File: config.mk
export PLATFORM = sky130hd
export DESIGN_NAME = sequential_list_table_unit
export DESIGN_NICKNAME = d
export VERILOG_FILES = /design/src/slt_pkg.sv /design/src/slt_core.sv /design/src/sequential_list_table_unit.sv
export SDC_FILE = /design/constraint.sdc
export NUM_CORES = 1
export LEC_CHECK = 0
export BUFFER_PORTS_ARGS = -buffer_cell sky130_fd_sc_hd__buf_2
export CORE_MARGIN = 5
export CORE_UTILIZATION = 50
export DETAILED_ROUTE_END_ITERATION = 8
export GPL_TIMING_DRIVEN = 0
export PLACE_DENSITY = 0.74
export SLEW_MARGIN = 20
export SYNTH_ARGS = -nofsm -noshare
export SYNTH_HDL_FRONTEND = slang
export SYNTH_SLANG_ARGS = --single-unit
File: constraint.sdc
create_clock -name clk -period 7.8 [get_ports clk]
set_input_delay 0.78 -clock clk [delete_from_list [all_inputs] [get_ports clk]]
set_output_delay 0.78 -clock clk [all_outputs]
set_load 0.1 [all_outputs]
File: src/slt_pkg.sv
`timescale 1ns / 1ps
// ----------------------------------------------------------------------------
// Sequential list table package
// Shared constants, operation codes, sequencer states and the request and
// result records passed between the top level and the list engine.
// ----------------------------------------------------------------------------
package slt_pkg;

	localparam int DEPTH      = 16;
	localparam int DATA_WIDTH = 32;
	localparam int ADDR_W     = 4;
	localparam int CNT_W      = 5;

	localparam logic [CNT_W-1:0] DEPTH_CNT = CNT_W'(DEPTH);
	localparam logic [CNT_W-1:0] CAP_RESET = CNT_W'(16);

	typedef enum logic [2:0] {
		KIND_INSERT = 3'd0,
		KIND_REMOVE = 3'd1,
		KIND_SEARCH = 3'd2,
		KIND_READ   = 3'd3,
		KIND_WRITE  = 3'd4,
		KIND_CLEAR  = 3'd5
	} kind_t;

	typedef enum logic [1:0] {
		ST_IDLE,
		ST_RUN,
		ST_RESP
	} state_t;

	typedef struct packed {
		logic [2:0]            kind;
		logic [ADDR_W-1:0]     position;
		logic [DATA_WIDTH-1:0] value;
	} req_t;

	typedef struct packed {
		logic                  ok;
		logic [ADDR_W-1:0]     found_position;
		logic [DATA_WIDTH-1:0] read_value;
		logic [CNT_W-1:0]      entry_count;
		logic                  is_empty;
		logic                  is_full;
	} res_t;

endpackage

File: src/slt_core.sv
`timescale 1ns / 1ps
// ----------------------------------------------------------------------------
// List engine
// Holds the entry memory and the entry count, and runs one request at a time
// as a stream of memory reads and write-backs.
// ----------------------------------------------------------------------------
module slt_core (
	input  logic                     clk,
	input  logic                     arst_n,
	input  logic                     req_valid,
	output logic                     req_ready,
	input  slt_pkg::req_t            req,
	input  logic [slt_pkg::CNT_W-1:0] cap,
	output logic                     res_valid,
	input  logic                     res_ready,
	output slt_pkg::res_t            res
);
	import slt_pkg::*;

	logic [DATA_WIDTH-1:0] mem [DEPTH];
	logic [DATA_WIDTH-1:0] mem_rdata_s1;

	state_t                state_q, state_d;
	req_t                  req_q;
	logic                  legal_q;
	logic [CNT_W-1:0]      ptr_q, ptr_d;
	logic [CNT_W-1:0]      count_q, count_d;
	logic                  ok_q, ok_d;
	logic [ADDR_W-1:0]     fpos_q, fpos_d;
	logic [DATA_WIDTH-1:0] rval_q, rval_d;
	logic                  rd_valid_s1;
	logic [ADDR_W-1:0]     rd_addr_s1;

	logic                  accept;
	logic                  legal_d;
	logic                  op_done;
	logic                  rd_issue;
	logic [ADDR_W-1:0]     rd_addr;
	logic                  we;
	logic [ADDR_W-1:0]     waddr;
	logic [DATA_WIDTH-1:0] wdata;
	logic [CNT_W-1:0]      pos_ext;
	logic [CNT_W-1:0]      limit;

	assign accept    = req_valid && req_ready;
	assign pos_ext   = CNT_W'(req_q.position);
	assign limit     = (kind_t'(req_q.kind) == KIND_READ) ? pos_ext + CNT_W'(1) : count_q;
	assign req_ready = (state_q == ST_IDLE);
	assign res_valid = (state_q == ST_RESP);

	always_comb begin
		res.ok             = ok_q;
		res.found_position = fpos_q;
		res.read_value     = rval_q;
		res.entry_count    = count_q;
		res.is_empty       = (count_q == '0);
		res.is_full        = (count_q >= cap);
	end

	// Bound checks are made once, when the request is taken.
	always_comb begin
		legal_d = 1'b1;
		unique case (kind_t'(req.kind))
			KIND_INSERT: legal_d = (CNT_W'(req.position) <= count_q) && (count_q < cap);
			KIND_REMOVE, KIND_READ, KIND_WRITE: legal_d = (CNT_W'(req.position) < count_q);
			default: legal_d = 1'b1;
		endcase
	end

	// Next state.
	always_comb begin
		state_d = state_q;
		unique case (state_q)
			ST_IDLE: if (req_valid) state_d = ST_RUN;
			ST_RUN:  if (op_done) state_d = ST_RESP;
			ST_RESP: if (res_ready) state_d = ST_IDLE;
			default: state_d = ST_IDLE;
		endcase
	end

	// Sequencer outputs: memory read issue, write-back and result updates.
	always_comb begin
		op_done  = 1'b0;
		rd_issue = 1'b0;
		rd_addr  = '0;
		we       = 1'b0;
		waddr    = '0;
		wdata    = req_q.value;
		ptr_d    = ptr_q;
		count_d  = count_q;
		ok_d     = ok_q;
		fpos_d   = fpos_q;
		rval_d   = rval_q;

		if (state_q == ST_IDLE && accept) begin
			ok_d   = 1'b0;
			fpos_d = '0;
			rval_d = '0;
			unique case (kind_t'(req.kind))
				KIND_INSERT: ptr_d = count_q;
				KIND_SEARCH: ptr_d = '0;
				default:     ptr_d = CNT_W'(req.position);
			endcase
		end else if (state_q == ST_RUN) begin
			unique case (kind_t'(req_q.kind))
				KIND_INSERT: begin
					if (!legal_q) begin
						op_done = 1'b1;
					end else begin
						// Walk down from the top, moving each entry one slot up.
						if (ptr_q > pos_ext) begin
							rd_issue = 1'b1;
							rd_addr  = ADDR_W'(ptr_q - CNT_W'(1));
							ptr_d    = ptr_q - CNT_W'(1);
						end
						if (rd_valid_s1) begin
							we    = 1'b1;
							waddr = rd_addr_s1 + ADDR_W'(1);
							wdata = mem_rdata_s1;
						end else if (ptr_q == pos_ext) begin
							we      = 1'b1;
							waddr   = req_q.position;
							op_done = 1'b1;
							ok_d    = 1'b1;
							count_d = count_q + CNT_W'(1);
						end
					end
				end
				KIND_REMOVE, KIND_READ: begin
					if (!legal_q) begin
						op_done = 1'b1;
					end else begin
						if (ptr_q < limit) begin
							rd_issue = 1'b1;
							rd_addr  = ADDR_W'(ptr_q);
							ptr_d    = ptr_q + CNT_W'(1);
						end
						if (rd_valid_s1) begin
							if (rd_addr_s1 == req_q.position) begin
								rval_d = mem_rdata_s1;
							end else begin
								// Remove only: entries above the hole move one slot down.
								we    = 1'b1;
								waddr = rd_addr_s1 - ADDR_W'(1);
								wdata = mem_rdata_s1;
							end
						end else if (ptr_q >= limit) begin
							op_done = 1'b1;
							ok_d    = 1'b1;
							if (kind_t'(req_q.kind) == KIND_REMOVE) begin
								count_d = count_q - CNT_W'(1);
							end
						end
					end
				end
				KIND_SEARCH: begin
					if (rd_valid_s1 && mem_rdata_s1 == req_q.value) begin
						op_done = 1'b1;
						ok_d    = 1'b1;
						fpos_d  = rd_addr_s1;
					end else if (ptr_q < count_q) begin
						rd_issue = 1'b1;
						rd_addr  = ADDR_W'(ptr_q);
						ptr_d    = ptr_q + CNT_W'(1);
					end else if (!rd_valid_s1) begin
						op_done = 1'b1;
					end
				end
				KIND_WRITE: begin
					we      = legal_q;
					waddr   = req_q.position;
					ok_d    = legal_q;
					op_done = 1'b1;
				end
				KIND_CLEAR: begin
					count_d = '0;
					ok_d    = 1'b1;
					op_done = 1'b1;
				end
				default: op_done = 1'b1;
			endcase
		end
	end

	always_ff @(posedge clk or negedge arst_n) begin
		if (!arst_n) begin
			state_q     <= ST_IDLE;
			count_q     <= '0;
			rd_valid_s1 <= 1'b0;
		end else begin
			state_q     <= state_d;
			count_q     <= count_d;
			rd_valid_s1 <= rd_issue;
		end
	end

	always_ff @(posedge clk) begin
		if (accept) begin
			req_q   <= req;
			legal_q <= legal_d;
		end
		ptr_q      <= ptr_d;
		ok_q       <= ok_d;
		fpos_q     <= fpos_d;
		rval_q     <= rval_d;
		rd_addr_s1 <= rd_addr;
	end

	always_ff @(posedge clk) begin
		if (we) begin
			mem[waddr] <= wdata;
		end
		if (rd_issue) begin
			mem_rdata_s1 <= mem[rd_addr];
		end
	end

	// The list never holds more entries than the store has slots.
	a_count_bound: assert property (@(posedge clk) disable iff (!arst_n)
		count_q <= DEPTH_CNT)
		else $error("entry count beyond store depth");

	// Reads only touch live entries, so no unwritten slot is ever returned.
	a_read_live: assert property (@(posedge clk) disable iff (!arst_n)
		rd_issue |-> (CNT_W'(rd_addr) < count_q))
		else $error("memory read at a slot outside the list");

	// Write-backs stay within the list or the one slot that insert opens.
	a_write_live: assert property (@(posedge clk) disable iff (!arst_n)
		we |-> (CNT_W'(waddr) <= count_q))
		else $error("memory write beyond the list end");

	// A delivered result returns the engine to idle on the next cycle.
	a_resp_idle: assert property (@(posedge clk) disable iff (!arst_n)
		(res_valid && res_ready) |=> req_ready)
		else $error("engine did not return to idle after the result");

endmodule

File: src/sequential_list_table_unit.sv
`timescale 1ns / 1ps
// ----------------------------------------------------------------------------
// Sequential list table unit
// Ordered list of 32-bit entries with insert, remove, search, read, write and
// clear requests, one status result per request.
// ----------------------------------------------------------------------------
// Usage:
// Requests arrive on the s_ stream group; each transfer carries one operation
// code in s_tuser and a position and value in s_tdata. Every request yields
// exactly one result transfer on the m_ stream group, in request order.
// The capacity register is loaded through cfg_wen/cfg_wdata; the user must
// load it only while the unit is idle, which the unit does not enforce.
// Values above the store depth act as the full depth. Requests are handled
// one at a time. Insert and remove walk the entries between the position and
// the list end, and search walks the list from the start until a match or
// the list end; clear, write and read need no walk. The walk runs on the
// single read port of the entry memory, which the sequencer steps through
// one entry per cycle.
// Reset clears the entry count and loads the capacity with 16; the entry
// memory keeps whatever it holds and is only read below the entry count.
// A finished result sits in the output register, so the next request can be
// taken while it waits. If the receiver stalls longer, the engine holds its
// next result and stops taking requests until the register frees up.
// ----------------------------------------------------------------------------
module sequential_list_table_unit (
	input  logic        clk,
	input  logic        arst_n,
	// Request stream.
	input  logic        s_tvalid,
	output logic        s_tready,
	input  logic [39:0] s_tdata,   // position[3:0], value[35:4], zero[39:36]
	input  logic [2:0]  s_tuser,   // kind[2:0]
	// Result stream.
	output logic        m_tvalid,
	input  logic        m_tready,
	output logic [47:0] m_tdata,   // ok[0], found_position[4:1], read_value[36:5],
	                               // entry_count[41:37], is_empty[42], is_full[43],
	                               // zero[47:44]
	// Capacity register.
	input  logic        cfg_wen,
	input  logic [4:0]  cfg_wdata
);
	import slt_pkg::*;

	logic [CNT_W-1:0] cap_q;
	logic [CNT_W-1:0] cap_eff;
	req_t             req;
	res_t             res;
	logic             res_valid;
	logic             res_ready;
	logic             m_tvalid_q;
	logic [47:0]      m_tdata_q;

	// The capacity register; any written value is kept, and the engine sees it
	// limited to the store depth.
	always_ff @(posedge clk or negedge arst_n) begin
		if (!arst_n) begin
			cap_q <= CAP_RESET;
		end else if (cfg_wen) begin
			cap_q <= cfg_wdata;
		end
	end

	assign cap_eff = (cap_q > DEPTH_CNT) ? DEPTH_CNT : cap_q;

	always_comb begin
		req.kind     = s_tuser;
		req.position = s_tdata[3:0];
		req.value    = s_tdata[35:4];
	end

	slt_core u_core (
		.clk       (clk),
		.arst_n    (arst_n),
		.req_valid (s_tvalid),
		.req_ready (s_tready),
		.req       (req),
		.cap       (cap_eff),
		.res_valid (res_valid),
		.res_ready (res_ready),
		.res       (res)
	);

	// Output register: loads a new result whenever it is empty or being drained.
	assign res_ready = !m_tvalid_q || m_tready;

	always_ff @(posedge clk or negedge arst_n) begin
		if (!arst_n) begin
			m_tvalid_q <= 1'b0;
		end else if (res_ready) begin
			m_tvalid_q <= res_valid;
		end
	end

	always_ff @(posedge clk) begin
		if (res_valid && res_ready) begin
			m_tdata_q <= {4'b0000, res.is_full, res.is_empty, res.entry_count,
				res.read_value, res.found_position, res.ok};
		end
	end

	assign m_tvalid = m_tvalid_q;
	assign m_tdata  = m_tdata_q;

endmodule
* After elaboration in Yosys (flattened, before gate mapping)
Memories as Yosys holds them, arrays and structs flattened. A register that Yosys moved wholly into a read port is not among the register bits. Cells that the tools add are included.
Storage, ports and cells: bits in registers 144, RAM bits 512, output and inout bits 50, word-level logic and storage cells 177, memories 1
Operators by class: add/subtract/negate cells 7, magnitude comparators 9, eq/ne operators 31, mux-type cells 90, bitwise logic cells 1, reduce and logical (&&, ||, !) cells 23
Memories:
- u_core.mem | depth 16, width 32, rd ports 1, clocked after memory_dff 1, write ports 1, line slt_core.sv:20 | logic [DATA_WIDTH-1:0] mem [DEPTH];
Operators with widths (number):
- $mux W32 | 7
- $mux W5 | 17
- $mux W4 | 16
- $pmux W32 S2 | 1
- $mux W1 | 35
- $eq A32 B32 Y1 | 1
- $pmux W5 S3 | 2
- $pmux W4 S3 | 2
- $ne A2 B1 Y1 const B | 8
- $lt A5 B5 Y1 | 3
- $ne A3 B1 Y1 const B | 5
- $eq A3 B2 Y1 const B | 4
- $add A5 B1 Y5 const B | 2
- $ge A5 B5 Y1 | 2
- $pmux W5 S2 | 1
- $reduce_and A10 Y1 | 1
- $sub A5 B1 Y5 const B | 2
- $eq A3 B3 Y1 const B | 3
- $pmux W1 S3 | 3
- $reduce_and A9 Y1 | 1
- $reduce_and A8 Y1 | 1
- $eq A3 B1 Y1 const B | 2
- $logic_not A3 Y1 | 2
- $mux W2 | 3
- 30 further kinds | 37

* Longest topological paths before layout
depth in word-level cells 11, gate-level depth with buffers 18, depth with buffers taken out 15

* Cells and area by module
A second synthesis with hierarchy kept.
Second synthesis, totals: cells, all modules 2112, area, all modules 28768.8 um2
By module, submodules not included:
- slt_core | instances 1, cells each 2044, area each 27158.5 um2
- sequential_list_table_unit | instances 1, cells each 68, area each 1610.3 um2

* Least setup slack after synthesis
OpenSTA, ideal clock, no wires.
kind reg2reg, start point reg u_core.req_q (netlist bit u_core.pos_ext[2]), end point mem u_core.mem[4][0], enable pin, library setup time 0.421 ns, arrival time 3.577 ns, data required time 7.379 ns, setup slack 3.802 ns, cell stages (with the launch flop) 12, period minus slack after synthesis 3.998 ns, cells stage by stage edfxtp_1 -> clkbuf_1 -> inv_1 -> ha_1 -> nand3_1 -> nor3b_1 -> and3_1 -> o21a_1 -> a221oi_1 -> nor2_1 -> or2_2 -> nor2_1
Between the ends: longest elaborated chain between the ends 9, elaborated cells on any way between the ends 22, classes of those cells eq/ne: 2; mux: 20
RTL lines:
- start, declared | line slt_core.sv:24 | req_t req_q;
- start signal, assigned | line slt_core.sv:199 | req_q <= req;
- $eq A5 B4 Y1 or $eq A4 B4 Y1 (tied branches) | line slt_core.sv:120, slt_core.sv:139
- $mux W1 (on tied branches) | line slt_core.sv:120, slt_core.sv:139
- $mux W1 (on tied branches) | line slt_core.sv:116, slt_core.sv:138
- $mux W1 (on tied branches) | line slt_core.sv:107, slt_core.sv:130
- $pmux W1 S3 | line slt_core.sv:105 | unique case (kind_t'(req_q.kind))
- $mux W1 | line slt_core.sv:104 | end else if (state_q == ST_RUN) begin
- $mux W1 | line slt_core.sv:95 | if (state_q == ST_IDLE && accept) begin
- $mux W1 | line slt_core.sv:210 | if (we) begin
- $mux W1 (not written as such) | line slt_core.sv:211 | mem[waddr] <= wdata;
- end, declared | line slt_core.sv:20
Parallel ways exist; a longest one is shown, timed or not.

* Worst setup path in the final report
start point reg u_core.req_q[38] (netlist bit), end point reg u_core.mem_rdata_s1[14], read port of u_core.mem (data pin)
Between the ends: longest elaborated chain between the ends 8, elaborated cells on any way between the ends 17, classes of those cells order compare: 1; eq/ne: 3; mux: 11; reduce/logical: 2
RTL lines:
- $eq A3 B2 Y1 | line slt_core.sv:47, slt_core.sv:105
- $mux W5 | line slt_core.sv:47 | assign limit = (kind_t'(req_q.kind) == KIND_READ) ? pos_ext + CNT_W'(1) : count_q;
- $lt A5 B5 Y1 | line slt_core.sv:133 | if (ptr_q < limit) begin
- $mux W4 or $mux W1 (tied branches) | line slt_core.sv:133
- $mux W4 or $mux W1 (tied branches) | line slt_core.sv:130 | if (!legal_q) begin
- $pmux W4 S3 or $pmux W1 S3 (tied branches) | line slt_core.sv:105
- $mux W4 or $mux W1 (tied branches) | line slt_core.sv:104
- $mux W4 or $mux W1 (tied branches) | line slt_core.sv:95
- end, declared | line slt_core.sv:21 | logic [DATA_WIDTH-1:0] mem_rdata_s1;
Parallel ways exist; a longest one is shown, timed or not. A chain may end at the register's enable or synchronous reset.

==> results.txt <==
The die boundary height came out at around 250 µm. The repair_antennas step left the layout with diodes totalling 0. The number of buffers between clock root and the deepest sink came out at 3.

The adder-cell share of the synthesized area came out at ~1.4%. The worst-case IR drop observed on VDD is 207 µV. The first TritonRoute pass finished after 5 iterations. The final critical path takes up between 60% and 70% of the cycle. The clock tree root driver cell is sky130_fd_sc_hd__clkbuf_16. The number of global-route vias before repair was approximately 16,000. The total of warnings raised by yosys is 0. around 100 I/O pins were placed.

The layout overhead on the synthesized area came out at 17.0%. The post-synthesis instance area came out at around 28,000 µm². The total power of the final layout is 9.77 mW. The number of rows in the core area is 86.

After detailed routing, the number of remaining DRC violations is 0. In this run the standard cell core region covers about 55,000 µm². The initial DRC count is 1,892.

Once the floorplan was initialized, standard cells occupied 50.5% of the core. In the synthesized netlist the dominant register cell turns out to be sky130_fd_sc_hd__edfxtp_1. The post-route minimum period is about 5 ns. The full die area is around 60,000 µm². The max-slew violation count came out at 0.

The post-route clock skew is approximately 0.026 ns. The post-synthesis share of cell area spent on xor and xnor gates is ~1.4%. The number of antenna violations at the first check in global routing came out at 2.

STA puts the critical path data arrival time at 5.21 ns. Along the worst path, the maximum fanout reaches 10. Sorting the synthesized cells by area gives the leading types as sky130_fd_sc_hd__edfxtp_1, sky130_fd_sc_hd__mux2i_1, sky130_fd_sc_hd__mux2_2, sky130_fd_sc_hd__dfxtp_1, sky130_fd_sc_hd__mux4_2. For this run, the total global-route usage over all layers was measured as between 20% and 30%. The total CTS buffers is 71. The total grt overflow is 0. The average via count per standard cell came out at 6.01. The detail-routed net length per standard cell is 26.0 µm. The main combinational cell family by area after synthesis is multiplexers. The power density over the cells came out at between 300 and 400 nW/µm². The number of clock sinks came out at slightly below 700. The clock reaches the later pin of the worst-skew pair after 0.62 ns. In this run, post-CTS hold repair placed 0 buffers. The instance count of the mapped netlist came out at roughly 1,700. The share of Yosys cell area claimed by the top area cell type is around two thirds. The pin count of the biggest net entering global routing is 28.

The compound-cell area share of the yosys netlist is ~4.5%. The run finished with clean final reports. At the end of the flow, the number of nets in the layout was a little under 2,000. The global-route wire length before repair came out at slightly above 100,000 µm. The total negative setup slack came out at 0 ns. Across the run, the number of max-cap violations was 0. In this run the tightest slew margin relative to its limit is between 20% and 30%. The path class of the tightest hold or removal check is in -> async.

TritonCTS built the clock tree. The die width came out at around 250 µm. The total wire length after detailed routing came out at roughly 70,000 µm. The via total after detailed routing came out at 16,200. Detailed placement finished with a half-perimeter wire length of 46,700 µm. Once the clock tree was built, the resizer swapped 0 gates to a different size. In this run, distinct cell masters in the synthesized netlist total 72.

The average size of a mapped cell came out at approximately 16 µm². The portion of netlist area occupied by mux cells came out at around 13%. The number of register bits inferred by synthesis came out at slightly below 700. The fraction of layout cells with a size suffix above 1 came out at 22.6%. The number of enable flip-flop cells after synthesis came out at approximately 630.

The synthesized-area fraction occupied by and/or/nand/nor cells is under 10%. Port buffering added 94 buffers. The number of buffers inserted to repair setup after CTS is 0. The actual slew at the worst max-slew pin is between 1 and 1.5 ns. After clock tree synthesis, the clock-pin slew on the worst setup and hold paths is 0.06 ns. For the worst setup path, the data required time is a little over 8 ns. The number of hold violations in the final report came out at 0.

The sequential area share after synthesis came out at 72.6%. The highest clock rate came out at approximately 0.21 GHz. Setup violations remaining at the end of the flow were counted as 0. Setup repair after global routing left no endpoint under its margin. The proportion of synthesized flip-flops having asynchronous set or reset came out at 2.03%. STA classifies the critical path startpoint as a flip-flop.

The minimum hold slack is about 0.074 ns. Summed over all cells, the static leakage comes to about 12 nW. The endpoint kind of the worst setup timing path is a flip-flop. The routability congestion estimate came out at approximately 0.9. The worst setup path is of the reg -> reg kind. The number of nets with antenna violations after routing is 0. The number of levels in the clock H-tree is 3. Of all cell types, the one taking the most synthesized area is sky130_fd_sc_hd__edfxtp_1.
sequential cells by signal, indices dropped and copies added, names as in the netlist:
register             cells
m_tvalid                 1
u_core.legal_q           1
u_core.mem             512
u_core.ok_q              1
u_core.rd_addr_s1        4
u_core.req_q            35
u_core.pos_ext           4
m_tdata                 44
u_core.count_q           5
u_core.rval_q           32
u_core.ptr_q             5
u_core.mem_rdata_s1     32
u_core.rd_valid_s1       1
cap_q                    5
u_core.fpos_q            4
u_core.state_q           2
cell usage after synthesis (3+ instances only):
cell type / n
sky130_fd_sc_hd__nand2b_1: 9
sky130_fd_sc_hd__a22oi_1: 3
sky130_fd_sc_hd__xor2_1: 7
sky130_fd_sc_hd__mux2_2: 101
sky130_fd_sc_hd__or2_2: 3
sky130_fd_sc_hd__buf_4: 19
sky130_fd_sc_hd__xnor2_1: 36
sky130_fd_sc_hd__nand3_1: 46
sky130_fd_sc_hd__and3_1: 4
sky130_fd_sc_hd__dfxtp_1: 41
sky130_fd_sc_hd__buf_6: 7
sky130_fd_sc_hd__clkbuf_1: 30
sky130_fd_sc_hd__buf_2: 18
sky130_fd_sc_hd__inv_1: 26
sky130_fd_sc_hd__mux4_2: 32
sky130_fd_sc_hd__a31oi_1: 5
sky130_fd_sc_hd__nand2_1: 70
sky130_fd_sc_hd__o21ai_0: 26
sky130_fd_sc_hd__dfrtp_1: 13
sky130_fd_sc_hd__a21oi_1: 60
sky130_fd_sc_hd__mux2i_1: 166
sky130_fd_sc_hd__nor2_1: 113
sky130_fd_sc_hd__nor2b_1: 10
sky130_fd_sc_hd__buf_1: 3
sky130_fd_sc_hd__a211oi_1: 35
sky130_fd_sc_hd__o22ai_1: 34
sky130_fd_sc_hd__ha_1: 30
sky130_fd_sc_hd__a21o_1: 4
sky130_fd_sc_hd__nand4_1: 15
sky130_fd_sc_hd__nor3_1: 45
sky130_fd_sc_hd__edfxtp_1: 633
layer usage:
layer,GRT usage [%],vias up,wire (µm)
li1,-,6981,-
met1,31.3,8182,28000
met2,37.0,880,33000
met3,4.68,170,6440
met4,7.94,0,2710
met5,0,-,0
cells by family (layout without fill, tap and decap cells):
family,count (synthesis),after routing
adder cells (fa/ha/maj),31,31
multiplexers,299,299
XOR/XNOR,43,43
buffers and inverters,104,358
flip-flops,688,688
AO/OA/AOI/OAI,196,196
other,1,4
AND/OR/NAND/NOR,331,331
power breakdown:
| group | internal, mW | switching, mW |
|---|---|---|
| Clock | 2.08 | 1.39 |
| Sequential | 4.37 | 0.158 |
| Combinational | 0.500 | 1.28 |
cell usage in the layout, fill, tap and decap left out, types with 13 or more instances in the layout:
master                      count
sky130_fd_sc_hd__buf_2        112
sky130_fd_sc_hd__o22ai_1       34
sky130_fd_sc_hd__nor2_4        17
sky130_fd_sc_hd__buf_4         19
sky130_fd_sc_hd__edfxtp_1     633
sky130_fd_sc_hd__xnor2_1       36
sky130_fd_sc_hd__dfrtp_1       13
sky130_fd_sc_hd__mux2i_1      166
sky130_fd_sc_hd__nor3_1        45
sky130_fd_sc_hd__nor2_1        96
sky130_fd_sc_hd__mux2_2       101
sky130_fd_sc_hd__inv_1         26
sky130_fd_sc_hd__mux4_2        32
sky130_fd_sc_hd__ha_1          30
sky130_fd_sc_hd__o21ai_0       26
sky130_fd_sc_hd__clkinv_2      13
sky130_fd_sc_hd__dfxtp_1       41
sky130_fd_sc_hd__a211oi_1      35
sky130_fd_sc_hd__clkbuf_1      49
sky130_fd_sc_hd__nand4_1       15
sky130_fd_sc_hd__buf_16        23
sky130_fd_sc_hd__nand3_1       46
sky130_fd_sc_hd__a21oi_1       60
sky130_fd_sc_hd__clkbuf_16     73
sky130_fd_sc_hd__nand2_1       70
worst paths after layout:
kind | endpoint | startpoint | cells after the start | slack [ns]
max | u_core.mem_rdata_s1[14]$_DFFE_PP_ | u_core.req_q[38]$_DFFE_PP_ | 17 | 2.92
min | u_core.rd_valid_s1$_DFF_PN0_ | arst_n | 1 | 0.07
max reg2reg | u_core.mem_rdata_s1[14]$_DFFE_PP_ | u_core.req_q[38]$_DFFE_PP_ | 17 | 2.92
min reg2reg | m_tdata[30]$_DFFE_PP_ | u_core.rval_q[25]$_SDFFE_PP0P_ | 0 | 0.43
max in group asynchronous | cap_q[4]$_DFFE_PN1P_ | arst_n | 1 | 7.41
min in group clk | u_core.req_q[0]$_DFFE_PP_ | s_tdata[4] | 1 | 0.34
worst max-delay path, stage by stage, from the launching register on:
cell	delay, ns
sky130_fd_sc_hd__edfxtp_1	0.51
sky130_fd_sc_hd__nor2b_1	0.16
sky130_fd_sc_hd__clkbuf_1	0.33
sky130_fd_sc_hd__nand2_1	0.28
sky130_fd_sc_hd__nor2_1	0.17
sky130_fd_sc_hd__a21oi_1	0.06
sky130_fd_sc_hd__ha_1	0.31
sky130_fd_sc_hd__a21o_1	0.16
sky130_fd_sc_hd__a21oi_1	0.32
sky130_fd_sc_hd__nand2_1	0.17
sky130_fd_sc_hd__o21bai_2	0.31
sky130_fd_sc_hd__a31o_1	0.24
sky130_fd_sc_hd__nand2_2	0.18
sky130_fd_sc_hd__inv_4	0.21
sky130_fd_sc_hd__buf_2	0.41
sky130_fd_sc_hd__mux4_2	0.40
sky130_fd_sc_hd__a211oi_1	0.27
sky130_fd_sc_hd__nand3_1	0.13
area by class of cell:
type / instances / area, µm²
Timing Repair Buffer: 123 / 1220
Clock buffer: 97 / 1960
Clock inverter: 34 / 453
Sequential cell: 688 / 20200
Buffer: 77 / 439
Inverter: 27 / 104
Fill cell: 4027 / 22600
Multi-Input combinational cell: 904 / 7230
Tap cell: 748 / 936
metrics by stage:
stage          std cells  util (%)  instance area, µm²  setup WS, ns
2_1_floorplan       1696         -               27800          3.80
3_3_place_gp        2538      53.0               29200          1.59
3_5_place_dp        2567      54.7               30100          3.01
4_1_cts             2698      59.0               32500          3.00
5_1_grt             2698      59.0               32500          2.63
6_report            2698      59.0               32500          2.92
Note: power is estimated with default switching activity, not from simulation.
